File: config.mk
export PLATFORM = sky130hd
export DESIGN_NAME = jpeg_huffman_stuffing_encoder_unit
export DESIGN_NICKNAME = d
export VERILOG_FILES = /design/src/rtl/jhse_pkg.sv /design/src/rtl/jhse_front.sv /design/src/rtl/jhse_queue.sv /design/src/rtl/jhse_back.sv /design/src/rtl/jpeg_huffman_stuffing_encoder_unit.sv
export SDC_FILE = /design/constraint.sdc
export NUM_CORES = 1
export LEC_CHECK = 0
export ABC_AREA = 0
export BUFFER_PORTS_ARGS = -buffer_cell sky130_fd_sc_hd__buf_4
export CORE_MARGIN = 5
export CORE_UTILIZATION = 25
export DETAILED_ROUTE_END_ITERATION = 8
export GPL_ROUTABILITY_DRIVEN = 0
export GPL_TIMING_DRIVEN = 0
export PLACE_DENSITY = 0.36
export SLEW_MARGIN = 10
export SYNTH_ARGS = -nofsm -noshare
export SYNTH_HDL_FRONTEND = slang
export SYNTH_SLANG_ARGS = --single-unit
export TNS_END_PERCENT = 20
File: constraint.sdc
create_clock -name clk -period 7.5 [get_ports clk]
set_clock_uncertainty 0.05 [all_clocks]
set_input_delay 1.5 -clock clk [delete_from_list [all_inputs] [get_ports clk]]
set_output_delay 1.5 -clock clk [all_outputs]
set_load 0.05 [all_outputs]
File: src/rtl/jhse_pkg.sv
// ----------------------------------------------------------------------------
// jhse_pkg
// Shared types, action codes and Huffman code ROMs for the JPEG Huffman
// encoder with byte stuffing. The canonical codes are built at elaboration
// from the standard length counts and value lists.
// ----------------------------------------------------------------------------
package jhse_pkg;

  localparam int JHSE_QUEUE_DEPTH = 4;

  localparam logic [1:0] ACT_ENCODE = 2'd0;
  localparam logic [1:0] ACT_FLUSH  = 2'd1;
  localparam logic [1:0] ACT_CLEAR  = 2'd2;

  localparam logic [7:0] STUFF_MARK = 8'hff;
  localparam logic [7:0] STUFF_ZERO = 8'h00;
  localparam logic [3:0] FULL_COUNT = 4'd8;

  localparam int ENTRY_W = 21;
  localparam int ROM_W   = 256 * ENTRY_W;

  typedef logic [16*8-1:0]  lens_t;
  typedef logic [162*8-1:0] vals_t;
  typedef logic [ROM_W-1:0] rom_t;

  typedef struct packed {
    logic [4:0]  len;
    logic [15:0] code;
  } entry_t;

  typedef struct packed {
    logic [7:0] data0;
    logic [7:0] data1;
    logic [3:0] count;
    logic       pair;
  } job_t;

  // Length counts for code lengths 1..16, first length in the top byte.
  localparam lens_t DC_LUMA_LENS = {
    8'd0, 8'd1, 8'd5, 8'd1, 8'd1, 8'd1, 8'd1, 8'd1,
    8'd1, 8'd0, 8'd0, 8'd0, 8'd0, 8'd0, 8'd0, 8'd0
  };
  localparam lens_t DC_CHROMA_LENS = {
    8'd0, 8'd3, 8'd1, 8'd1, 8'd1, 8'd1, 8'd1, 8'd1,
    8'd1, 8'd1, 8'd1, 8'd0, 8'd0, 8'd0, 8'd0, 8'd0
  };
  localparam lens_t AC_LUMA_LENS = {
    8'd0, 8'd2, 8'd1, 8'd3, 8'd3, 8'd2, 8'd4, 8'd3,
    8'd5, 8'd5, 8'd4, 8'd4, 8'd0, 8'd0, 8'd1, 8'h7d
  };
  localparam lens_t AC_CHROMA_LENS = {
    8'd0, 8'd2, 8'd1, 8'd2, 8'd4, 8'd4, 8'd3, 8'd4,
    8'd7, 8'd5, 8'd4, 8'd4, 8'd0, 8'd1, 8'd2, 8'h77
  };

  // Value lists, first value in the top byte.
  localparam vals_t AC_LUMA_VALS = {
    8'h01, 8'h02, 8'h03, 8'h00, 8'h04, 8'h11, 8'h05, 8'h12, 8'h21, 8'h31, 8'h41, 8'h06,
    8'h13, 8'h51, 8'h61, 8'h07, 8'h22, 8'h71, 8'h14, 8'h32, 8'h81, 8'h91, 8'ha1, 8'h08,
    8'h23, 8'h42, 8'hb1, 8'hc1, 8'h15, 8'h52, 8'hd1, 8'hf0, 8'h24, 8'h33, 8'h62, 8'h72,
    8'h82, 8'h09, 8'h0a, 8'h16, 8'h17, 8'h18, 8'h19, 8'h1a, 8'h25, 8'h26, 8'h27, 8'h28,
    8'h29, 8'h2a, 8'h34, 8'h35, 8'h36, 8'h37, 8'h38, 8'h39, 8'h3a, 8'h43, 8'h44, 8'h45,
    8'h46, 8'h47, 8'h48, 8'h49, 8'h4a, 8'h53, 8'h54, 8'h55, 8'h56, 8'h57, 8'h58, 8'h59,
    8'h5a, 8'h63, 8'h64, 8'h65, 8'h66, 8'h67, 8'h68, 8'h69, 8'h6a, 8'h73, 8'h74, 8'h75,
    8'h76, 8'h77, 8'h78, 8'h79, 8'h7a, 8'h83, 8'h84, 8'h85, 8'h86, 8'h87, 8'h88, 8'h89,
    8'h8a, 8'h92, 8'h93, 8'h94, 8'h95, 8'h96, 8'h97, 8'h98, 8'h99, 8'h9a, 8'ha2, 8'ha3,
    8'ha4, 8'ha5, 8'ha6, 8'ha7, 8'ha8, 8'ha9, 8'haa, 8'hb2, 8'hb3, 8'hb4, 8'hb5, 8'hb6,
    8'hb7, 8'hb8, 8'hb9, 8'hba, 8'hc2, 8'hc3, 8'hc4, 8'hc5, 8'hc6, 8'hc7, 8'hc8, 8'hc9,
    8'hca, 8'hd2, 8'hd3, 8'hd4, 8'hd5, 8'hd6, 8'hd7, 8'hd8, 8'hd9, 8'hda, 8'he1, 8'he2,
    8'he3, 8'he4, 8'he5, 8'he6, 8'he7, 8'he8, 8'he9, 8'hea, 8'hf1, 8'hf2, 8'hf3, 8'hf4,
    8'hf5, 8'hf6, 8'hf7, 8'hf8, 8'hf9, 8'hfa
  };
  localparam vals_t AC_CHROMA_VALS = {
    8'h00, 8'h01, 8'h02, 8'h03, 8'h11, 8'h04, 8'h05, 8'h21, 8'h31, 8'h06, 8'h12, 8'h41,
    8'h51, 8'h07, 8'h61, 8'h71, 8'h13, 8'h22, 8'h32, 8'h81, 8'h08, 8'h14, 8'h42, 8'h91,
    8'ha1, 8'hb1, 8'hc1, 8'h09, 8'h23, 8'h33, 8'h52, 8'hf0, 8'h15, 8'h62, 8'h72, 8'hd1,
    8'h0a, 8'h16, 8'h24, 8'h34, 8'he1, 8'h25, 8'hf1, 8'h17, 8'h18, 8'h19, 8'h1a, 8'h26,
    8'h27, 8'h28, 8'h29, 8'h2a, 8'h35, 8'h36, 8'h37, 8'h38, 8'h39, 8'h3a, 8'h43, 8'h44,
    8'h45, 8'h46, 8'h47, 8'h48, 8'h49, 8'h4a, 8'h53, 8'h54, 8'h55, 8'h56, 8'h57, 8'h58,
    8'h59, 8'h5a, 8'h63, 8'h64, 8'h65, 8'h66, 8'h67, 8'h68, 8'h69, 8'h6a, 8'h73, 8'h74,
    8'h75, 8'h76, 8'h77, 8'h78, 8'h79, 8'h7a, 8'h82, 8'h83, 8'h84, 8'h85, 8'h86, 8'h87,
    8'h88, 8'h89, 8'h8a, 8'h92, 8'h93, 8'h94, 8'h95, 8'h96, 8'h97, 8'h98, 8'h99, 8'h9a,
    8'ha2, 8'ha3, 8'ha4, 8'ha5, 8'ha6, 8'ha7, 8'ha8, 8'ha9, 8'haa, 8'hb2, 8'hb3, 8'hb4,
    8'hb5, 8'hb6, 8'hb7, 8'hb8, 8'hb9, 8'hba, 8'hc2, 8'hc3, 8'hc4, 8'hc5, 8'hc6, 8'hc7,
    8'hc8, 8'hc9, 8'hca, 8'hd2, 8'hd3, 8'hd4, 8'hd5, 8'hd6, 8'hd7, 8'hd8, 8'hd9, 8'hda,
    8'he2, 8'he3, 8'he4, 8'he5, 8'he6, 8'he7, 8'he8, 8'he9, 8'hea, 8'hf2, 8'hf3, 8'hf4,
    8'hf5, 8'hf6, 8'hf7, 8'hf8, 8'hf9, 8'hfa
  };

  // Build a symbol-indexed ROM of {length, code}; length zero marks absent.
  function automatic rom_t build_rom(lens_t lens, vals_t vals, int nvals, logic ident);
    rom_t        rom;
    logic [15:0] code;
    int          k;
    int          n;
    int          sym;
    rom  = '0;
    code = '0;
    k    = 0;
    for (int len = 1; len <= 16; len++) begin
      n = int'(lens[(16 - len)*8 +: 8]);
      for (int j = 0; j < n; j++) begin
        if (k < nvals) begin
          sym = ident ? k : int'(vals[(161 - k)*8 +: 8]);
          if (rom[sym*ENTRY_W + 16 +: 5] == 5'd0) begin
            rom[sym*ENTRY_W +: ENTRY_W] = {5'(len), code};
          end
          code = code + 16'd1;
          k    = k + 1;
        end
      end
      code = code << 1;
    end
    return rom;
  endfunction

  localparam rom_t DC_LUMA_ROM   = build_rom(DC_LUMA_LENS, AC_LUMA_VALS, 12, 1'b1);
  localparam rom_t DC_CHROMA_ROM = build_rom(DC_CHROMA_LENS, AC_LUMA_VALS, 12, 1'b1);
  localparam rom_t AC_LUMA_ROM   = build_rom(AC_LUMA_LENS, AC_LUMA_VALS, 162, 1'b0);
  localparam rom_t AC_CHROMA_ROM = build_rom(AC_CHROMA_LENS, AC_CHROMA_VALS, 162, 1'b0);

  function automatic entry_t rom_read(rom_t rom, logic [7:0] sym);
    return entry_t'(rom[int'(sym)*ENTRY_W +: ENTRY_W]);
  endfunction

endpackage

File: src/rtl/jhse_front.sv
// ----------------------------------------------------------------------------
// jhse_front
// Accepts requests, looks up the Huffman code, packs it behind the pending
// bits and hands whole bytes or flush residue to the queue as one job.
// ----------------------------------------------------------------------------
module jhse_front (
  input  logic              clk,
  input  logic              rst,
  input  logic              in_valid,
  output logic              in_ready,
  input  logic [1:0]        action,
  input  logic [7:0]        symbol,
  input  logic              is_dc,
  input  logic [1:0]        component,
  output logic              push,
  output jhse_pkg::job_t    push_job,
  input  logic              push_ready
);
  import jhse_pkg::*;

  logic [6:0]  pend;
  logic [2:0]  pcount;
  logic [6:0]  pend_next;
  logic [2:0]  pcount_next;
  entry_t      ent;
  logic        hit;
  logic [22:0] acc;
  logic [4:0]  cnt;
  logic        want;

  assign in_ready = push_ready;

  always_comb begin
    if (is_dc) begin
      ent = (component == 2'd0) ? rom_read(DC_LUMA_ROM, symbol)
                                : rom_read(DC_CHROMA_ROM, symbol);
    end else begin
      ent = (component == 2'd0) ? rom_read(AC_LUMA_ROM, symbol)
                                : rom_read(AC_CHROMA_ROM, symbol);
    end
    hit = (component != 2'd3) && (ent.len != 5'd0);
    acc = ({16'd0, pend} << ent.len) | {7'd0, ent.code};
    cnt = {2'd0, pcount} + ent.len;

    pend_next      = pend;
    pcount_next    = pcount;
    want           = 1'b0;
    push_job.data0 = 8'(acc >> (cnt - 5'd8));
    push_job.data1 = 8'(acc >> (cnt - 5'd16));
    push_job.count = FULL_COUNT;
    push_job.pair  = cnt[4];

    case (action)
      ACT_ENCODE: begin
        if (hit) begin
          want        = (cnt >= 5'd8);
          pcount_next = cnt[2:0];
          pend_next   = 7'(acc) & 7'((8'd1 << cnt[2:0]) - 8'd1);
        end
      end
      ACT_FLUSH: begin
        want           = (pcount != 3'd0);
        push_job.data0 = {1'b0, pend};
        push_job.count = {1'b0, pcount};
        push_job.pair  = 1'b0;
        pend_next      = '0;
        pcount_next    = '0;
      end
      ACT_CLEAR: begin
        pend_next   = '0;
        pcount_next = '0;
      end
      default: begin
      end
    endcase
  end

  assign push = in_valid && want;

  always_ff @(posedge clk) begin
    if (rst) begin
      pend   <= '0;
      pcount <= '0;
    end else if (in_valid && in_ready) begin
      pend   <= pend_next;
      pcount <= pcount_next;
    end
  end

  a_pend_masked: assert property (@(posedge clk) disable iff (rst)
    (8'({1'b0, pend} >> pcount) == 8'd0))
    else $error("pending bits above pending count");

endmodule

File: src/rtl/jhse_queue.sv
// ----------------------------------------------------------------------------
// jhse_queue
// Short job queue between the front and back parts.
// ----------------------------------------------------------------------------
module jhse_queue #(
  parameter int DEPTH = jhse_pkg::JHSE_QUEUE_DEPTH
) (
  input  logic              clk,
  input  logic              rst,
  input  logic              wr_valid,
  output logic              wr_ready,
  input  jhse_pkg::job_t    wr_job,
  output logic              rd_valid,
  input  logic              rd_pop,
  output jhse_pkg::job_t    rd_job
);
  import jhse_pkg::*;

  localparam int PW = (DEPTH > 2) ? $clog2(DEPTH) : 1;
  localparam int CW = $clog2(DEPTH + 1);

  job_t          slots [DEPTH];
  logic [PW-1:0] wr_ptr;
  logic [PW-1:0] rd_ptr;
  logic [CW-1:0] used;
  logic          do_wr;
  logic          do_rd;

  assign wr_ready = (used != CW'(DEPTH));
  assign rd_valid = (used != '0);
  assign rd_job   = slots[rd_ptr];
  assign do_wr    = wr_valid && wr_ready;
  assign do_rd    = rd_pop && rd_valid;

  always_ff @(posedge clk) begin
    if (do_wr) begin
      slots[wr_ptr] <= wr_job;
    end
  end

  always_ff @(posedge clk) begin
    if (rst) begin
      wr_ptr <= '0;
      rd_ptr <= '0;
      used   <= '0;
    end else begin
      if (do_wr) begin
        wr_ptr <= (wr_ptr == PW'(DEPTH - 1)) ? '0 : wr_ptr + 1'b1;
      end
      if (do_rd) begin
        rd_ptr <= (rd_ptr == PW'(DEPTH - 1)) ? '0 : rd_ptr + 1'b1;
      end
      if (do_wr && !do_rd) begin
        used <= used + 1'b1;
      end else if (do_rd && !do_wr) begin
        used <= used - 1'b1;
      end
    end
  end

  a_used_bound: assert property (@(posedge clk) disable iff (rst)
    used <= CW'(DEPTH))
    else $error("queue overfilled");

endmodule

File: src/rtl/jhse_back.sv
// ----------------------------------------------------------------------------
// jhse_back
// Walks each queued job one byte per cycle while the output is not stalled,
// inserts a zero after every marker byte and drives the output register.
// ----------------------------------------------------------------------------
module jhse_back (
  input  logic              clk,
  input  logic              rst,
  input  logic              job_valid,
  input  jhse_pkg::job_t    job,
  output logic              job_pop,
  output logic              m_tvalid,
  input  logic              m_tready,
  output logic [15:0]       m_tdata,
  output logic              m_tlast
);
  import jhse_pkg::*;

  logic       sel;
  logic       stuff;
  logic [7:0] cur_data;
  logic [3:0] cur_count;
  logic       cur_mark;
  logic       more;
  logic       load;

  always_comb begin
    cur_data  = stuff ? STUFF_ZERO : (sel ? job.data1 : job.data0);
    cur_count = stuff ? FULL_COUNT : job.count;
    cur_mark  = !stuff && (job.count == FULL_COUNT) && (cur_data == STUFF_MARK);
    more      = cur_mark || (!sel && job.pair);
  end

  assign load    = job_valid && (!m_tvalid || m_tready);
  assign job_pop = load && !more;

  always_ff @(posedge clk) begin
    if (load) begin
      m_tdata <= {4'd0, cur_count, cur_data};
      m_tlast <= !more;
    end
  end

  always_ff @(posedge clk) begin
    if (rst) begin
      m_tvalid <= 1'b0;
      sel      <= 1'b0;
      stuff    <= 1'b0;
    end else begin
      if (load) begin
        m_tvalid <= 1'b1;
      end else if (m_tready) begin
        m_tvalid <= 1'b0;
      end
      if (load) begin
        if (cur_mark) begin
          stuff <= 1'b1;
        end else if (more) begin
          stuff <= 1'b0;
          sel   <= 1'b1;
        end else begin
          stuff <= 1'b0;
          sel   <= 1'b0;
        end
      end
    end
  end

  a_mark_not_last: assert property (@(posedge clk) disable iff (rst)
    m_tvalid && (m_tdata[7:0] == STUFF_MARK) && (m_tdata[11:8] == FULL_COUNT)
    |-> !m_tlast)
    else $error("marker byte ended a request without its stuffed zero");

  a_stuff_follows: assert property (@(posedge clk) disable iff (rst)
    load && cur_mark |=> stuff && job_valid)
    else $error("stuffed zero lost its job");

  a_phase_holds_job: assert property (@(posedge clk) disable iff (rst)
    (sel || stuff) |-> job_valid)
    else $error("mid-job phase without a queued job");

endmodule

File: src/rtl/jpeg_huffman_stuffing_encoder_unit.sv
// ----------------------------------------------------------------------------
// jpeg_huffman_stuffing_encoder_unit
// Baseline JPEG Huffman encoder with 0xFF byte stuffing.
// ----------------------------------------------------------------------------
// Input channel s_*: one request per handshake. s_tdata carries the symbol,
// s_tuser the action (encode, flush, clear), the DC/AC select and the
// component. Output channel m_*: one byte or flush residue per handshake,
// m_tdata holds the bits and their count, m_tlast marks the final result of
// a request.
// A request is accepted every cycle while the job queue has room; the front
// part packs it into a job in that same cycle. The back part emits one
// result per cycle while the receiver is ready, so an encode gives 0 to 4
// results (two data bytes plus a stuffed zero after each 0xFF), a flush 0
// or 1. The back part's one byte per cycle sets the sustained rate.
// The first result is registered in the queue, then in the output register.
// Reset empties the queue, drops the pending bits and clears m_tvalid.
// When the receiver stalls, the output register holds, the queue fills and
// then s_tready drops; no result is lost.
// ----------------------------------------------------------------------------
module jpeg_huffman_stuffing_encoder_unit #(
  parameter int QUEUE_DEPTH = jhse_pkg::JHSE_QUEUE_DEPTH
) (
  input  logic        clk,
  input  logic        rst,
  input  logic        s_tvalid,
  output logic        s_tready,
  input  logic [7:0]  s_tdata,   // symbol
  input  logic [4:0]  s_tuser,   // action[1:0], is_dc[2], component[4:3]
  output logic        m_tvalid,
  input  logic        m_tready,
  output logic [15:0] m_tdata,   // out_data[7:0], out_count[11:8], zero fill
  output logic        m_tlast    // last
);
  import jhse_pkg::*;

  logic q_wr_valid;
  logic q_wr_ready;
  job_t q_wr_job;
  logic q_rd_valid;
  logic q_rd_pop;
  job_t q_rd_job;

  jhse_front u_front (
    .clk        (clk),
    .rst        (rst),
    .in_valid   (s_tvalid),
    .in_ready   (s_tready),
    .action     (s_tuser[1:0]),
    .symbol     (s_tdata),
    .is_dc      (s_tuser[2]),
    .component  (s_tuser[4:3]),
    .push       (q_wr_valid),
    .push_job   (q_wr_job),
    .push_ready (q_wr_ready)
  );

  jhse_queue #(
    .DEPTH (QUEUE_DEPTH)
  ) u_queue (
    .clk      (clk),
    .rst      (rst),
    .wr_valid (q_wr_valid),
    .wr_ready (q_wr_ready),
    .wr_job   (q_wr_job),
    .rd_valid (q_rd_valid),
    .rd_pop   (q_rd_pop),
    .rd_job   (q_rd_job)
  );

  jhse_back u_back (
    .clk       (clk),
    .rst       (rst),
    .job_valid (q_rd_valid),
    .job       (q_rd_job),
    .job_pop   (q_rd_pop),
    .m_tvalid  (m_tvalid),
    .m_tready  (m_tready),
    .m_tdata   (m_tdata),
    .m_tlast   (m_tlast)
  );

endmodule
==> impl_metrics.xml <==
<?xml version="1.0" encoding="UTF-8"?>
<metrics>
  <group name="synth">
    <metric name="number_of_flops_mapped_to_enable_cells_by_yosys" unit="">97</metric>
    <metric name="synthTopCellsByArea" unit="">sky130_fd_sc_hd__edfxtp_1, sky130_fd_sc_hd__mux4_2, sky130_fd_sc_hd__a21oi_1</metric>
    <metric name="postSynth.topFlopCell" unit="">sky130_fd_sc_hd__edfxtp_1</metric>
    <metric name="ys_top_cells_by_count" unit="">sky130_fd_sc_hd__nand2_1, sky130_fd_sc_hd__nor2_1, sky130_fd_sc_hd__edfxtp_1</metric>
    <metric name="area_fraction_of_the_dominant_cell_type_after_synthesis" unit="">0.261</metric>
    <metric name="ys_async_sr_fraction" unit="">0</metric>
    <metric name="syn_area" unit="um^2">11100</metric>
    <metric name="post_synth_inst_count" unit="">1314</metric>
    <metric name="yosys_register_bits" unit="">119</metric>
    <metric name="synth_area_leader_cell" unit="">sky130_fd_sc_hd__edfxtp_1</metric>
    <metric name="ys_warn_count" unit="">0</metric>
    <metric name="syn-mean-instance-area" unit="um^2">8.48</metric>
    <metric name="synth.most_common_cell" unit="">sky130_fd_sc_hd__nand2_1</metric>
    <metric name="seq_area_frac_synth" unit="">0.301</metric>
    <metric name="yosysUniqueCellTypes" unit="">101</metric>
  </group>
  <group name="worst_setup_path">
    <metric name="cp_data_required_time" unit="ns">7.58</metric>
    <metric name="critical_path_top_delay_cell" unit="">sky130_fd_sc_hd__xor2_1</metric>
    <metric name="worst-r2r-setup-slack" unit="ns">2.84</metric>
    <metric name="setup.worst_path.class" unit="">input pin to register</metric>
    <metric name="worst_setup_path_start_kind" unit="">input pin</metric>
    <metric name="critical-path-max-stage-delay" unit="ns">0.75</metric>
    <metric name="setup.worst_path.end_class" unit="">register</metric>
    <metric name="worst_setup_path_startpoint" unit="">s_tdata[1]</metric>
    <metric name="critical_path.max_fanout" unit="">10</metric>
    <metric name="critical_path.cell_chain" unit="">buf_2, buf_2, nor2b_1, and3_1, o21ai_0, a311o_1, a21o_1, buf_6, inv_1, ha_1, fa_1, xor2_1, clkbuf_1, clkbuf_1, nor2_1, nor4_1, a211oi_1, o211ai_1</metric>
    <metric name="worst-endpoint-arrival" unit="ns">7.39</metric>
  </group>
  <group name="cells_and_area">
    <metric name="fin_nets" unit="">1399</metric>
    <metric name="post_route_cells_drive_above_1_share" unit="">0.151</metric>
    <metric name="num_antenna_cells" unit="">0</metric>
    <metric name="layout-area-overhead-vs-synth" unit="%">15.7</metric>
    <metric name="post_layout_nonfiller_instances" unit="">1972</metric>
  </group>
  <group name="floorplanning">
    <metric name="initial_core_util" unit="">0.253</metric>
    <metric name="core" unit="um^2">44100</metric>
    <metric name="die-width" unit="um">221</metric>
    <metric name="die_h" unit="um">221</metric>
    <metric name="ioPinCount" unit="">36</metric>
    <metric name="die-area" unit="um^2">48900</metric>
    <metric name="rows" unit="">77</metric>
  </group>
  <group name="global_route">
    <metric name="first_global_vias" unit="">11700</metric>
    <metric name="grt_remaining_overflow" unit="">0</metric>
    <metric name="groute.usage.overall" unit="">0.216</metric>
    <metric name="first_pass_grt_wire_length" unit="um">81100</metric>
    <metric name="antenna_found_initial" unit="">0</metric>
    <metric name="grt_start_max_net_pins" unit="">22</metric>
  </group>
  <group name="sta">
    <metric name="setup_viol_count_final" unit="">0</metric>
    <metric name="totalNegativeSetupSlack" unit="ns">0</metric>
    <metric name="report.final.slew_viol_count" unit="">0</metric>
    <metric name="slew_headroom" unit="">0.146</metric>
    <metric name="worst_pin_slew" unit="ns">1.27</metric>
    <metric name="final.min_clock_period" unit="ns">7.32</metric>
    <metric name="max_clock_freq" unit="MHz">137</metric>
    <metric name="hold_violations" unit="">0</metric>
    <metric name="final_min_period_over_clock_period" unit="">0.976</metric>
    <metric name="setup_repair_after_global_routing_missed_its_margin" unit="">no</metric>
  </group>
  <group name="clock_network">
    <metric name="cts_inserted_buffers" unit="">17</metric>
    <metric name="clk_transition_reported_paths" unit="ns">0.05</metric>
    <metric name="cts_hold_repair.buffers" unit="">0</metric>
    <metric name="cts_tree" unit="">done</metric>
    <metric name="clock_path_buffers" unit="">2</metric>
    <metric name="clock_tree.htree_level_count" unit="">4</metric>
    <metric name="clock_insertion_delay_worst_skew" unit="ns">0.41</metric>
    <metric name="ctsRootBufferMaster" unit="">sky130_fd_sc_hd__clkbuf_16</metric>
    <metric name="cts.sinks" unit="">119</metric>
  </group>
  <group name="drt">
    <metric name="postRouteWirelength" unit="um">55500</metric>
    <metric name="routed-via-count" unit="">12200</metric>
    <metric name="drcViolationCount" unit="">0</metric>
    <metric name="drt_first_iter_violations" unit="">1400</metric>
    <metric name="post_drt_via_cell_ratio" unit="">6.18</metric>
    <metric name="route.antenna.remaining_nets" unit="">0</metric>
    <metric name="drt-pass1-iter-count" unit="">6</metric>
    <metric name="post_drt_wl_per_cell" unit="um">28.2</metric>
  </group>
  <group name="job">
    <metric name="max_capacitance_violation_total" unit="">0</metric>
  </group>
  <group name="pwr">
    <metric name="report.power.total" unit="mW">2.92</metric>
    <metric name="power-per-cell-area" unit="nW/um^2">227</metric>
    <metric name="power.leakage" unit="nW">4.17</metric>
    <metric name="power.ir.vdd_worst" unit="uV">184</metric>
  </group>
  <group name="place">
    <metric name="dpl.hpwl" unit="um">41400</metric>
    <metric name="placedCellCount" unit="">1936</metric>
    <metric name="numPortBuffers" unit="">25</metric>
  </group>
  <group name="hold_path">
    <metric name="hold_path.class" unit="">register to register</metric>
    <metric name="hold_path.startpoint" unit="">u_back.m_tvalid</metric>
  </group>
  <group name="outcome">
    <metric name="outcome" unit="">finished clean</metric>
  </group>
</metrics>
cell type report:
cell class / instances / area, um^2
buffer: 134 / 611
clock buffer: 27 / 568
clock inverter: 5 / 51.3
fill: 4806 / 31200
inverter: 32 / 120
multi-input combinational: 1032 / 7220
sequential: 119 / 3350
tap: 592 / 741
timing repair buffer: 31 / 236
through the flow:
step / utilization / setup WS [ns] / hold slack [ns] / area (um^2)
2_1_floorplan: - / 0.831 / 0.409 / 11200
3_3_place_gp: 0.274 / -1.36 / 0.415 / 12100
3_5_place_dp: 0.275 / -1.19 / 0.441 / 12100
4_1_cts: 0.291 / 0.0513 / 0.449 / 12800
5_1_grt: 0.292 / 0.00137 / 0.490 / 12900
6_report: 0.292 / 0.181 / 0.448 / 12900
per-layer routing:
metal | global-route usage | routed length (um)
met5 | 0 | 0
met4 | 0.0848 | 2700
met3 | 0.0498 | 5400
met2 | 0.320 | 23500
met1 | 0.305 | 23900
cells by family after synthesis:
family	synth area share
compound gates	0.323
simple gates	0.195
buf+inv	0.0651
flops	0.301
mux	0.0871
fa+ha+maj	0.0182
xor+xnor	0.0102
other cells	0.000336
timing repair:
action | 4_1_cts | 5_1_grt
gates resized for setup | 15 | 13
cloned | 0 | 0
endpoints found under the setup margin | 115 | 117
buffers inserted | 4 | 0
pin swaps | 2 | 0
worst max-delay path, delay by kind of cell:
family,cells,cell delay (ns)
AO/OA/AOI/OAI,5,1.55
XOR/XNOR,1,0.75
adder cells (fa/ha/maj),2,0.48
buffers and inverters,6,1.76
AND/OR/NAND/NOR,4,1.35
registers in the layout, indices dropped and copies added (netlist names), named ones only:
signal           cells
u_queue.slots       84
u_back.m_tdata      12
u_front.pend         7
u_front.pcount       3
u_queue.used         3
u_queue.rd_ptr       2
u_queue.wr_ptr       2
u_back.m_tlast       1
u_back.m_tvalid      1
u_back.sel           1
u_back.stuff         1
layout by cell type, fill, tap and decap left out, types with 8 or more instances in the layout:
cell | netlist | layout
sky130_fd_sc_hd__a2111oi_0 | 9 | 8
sky130_fd_sc_hd__a211oi_1 | 26 | 26
sky130_fd_sc_hd__a21o_1 | 15 | 15
sky130_fd_sc_hd__a21oi_1 | 96 | 94
sky130_fd_sc_hd__a221oi_1 | 13 | 12
sky130_fd_sc_hd__a31oi_1 | 33 | 33
sky130_fd_sc_hd__a32oi_1 | 9 | 9
sky130_fd_sc_hd__and3_1 | 8 | 8
sky130_fd_sc_hd__buf_1 | 13 | 13
sky130_fd_sc_hd__buf_2 | 31 | 30
sky130_fd_sc_hd__buf_4 | 9 | 39
sky130_fd_sc_hd__clkbuf_1 | 77 | 79
sky130_fd_sc_hd__clkbuf_16 | 0 | 21
sky130_fd_sc_hd__dfxtp_1 | 22 | 22
sky130_fd_sc_hd__edfxtp_1 | 97 | 97
sky130_fd_sc_hd__ha_1 | 13 | 13
sky130_fd_sc_hd__inv_1 | 29 | 29
sky130_fd_sc_hd__mux2_2 | 8 | 8
sky130_fd_sc_hd__mux2i_1 | 27 | 27
sky130_fd_sc_hd__mux4_2 | 26 | 26
sky130_fd_sc_hd__nand2_1 | 106 | 106
sky130_fd_sc_hd__nand2b_1 | 15 | 13
sky130_fd_sc_hd__nand3_1 | 57 | 57
sky130_fd_sc_hd__nand4_1 | 11 | 11
sky130_fd_sc_hd__nor2_1 | 102 | 99
sky130_fd_sc_hd__nor2b_1 | 19 | 18
sky130_fd_sc_hd__nor3_1 | 34 | 32
sky130_fd_sc_hd__nor4_1 | 12 | 12
sky130_fd_sc_hd__o211ai_1 | 24 | 24
sky130_fd_sc_hd__o21ai_0 | 90 | 90
sky130_fd_sc_hd__o221ai_1 | 15 | 15
sky130_fd_sc_hd__o22ai_1 | 22 | 22
sky130_fd_sc_hd__o31ai_1 | 15 | 15
sky130_fd_sc_hd__o32ai_1 | 9 | 9
sky130_fd_sc_hd__or3_1 | 16 | 16
path summary, 6_finish.rpt:
check	to	depth (start not counted)
max	u_queue.slots[0][13]	18
min	u_back.m_tvalid	2
max reg2reg	u_queue.used[2]	13
min reg2reg	u_back.m_tvalid	2
where the power goes:
| part | internal [mW] | switching (mW) |
|---|---|---|
| combinational | 0.407 | 0.839 |
| sequential | 0.820 | 0.0322 |
| clock | 0.552 | 0.272 |
| total | 1.78 | 1.14 |
(Power assumes the default switching activity.)
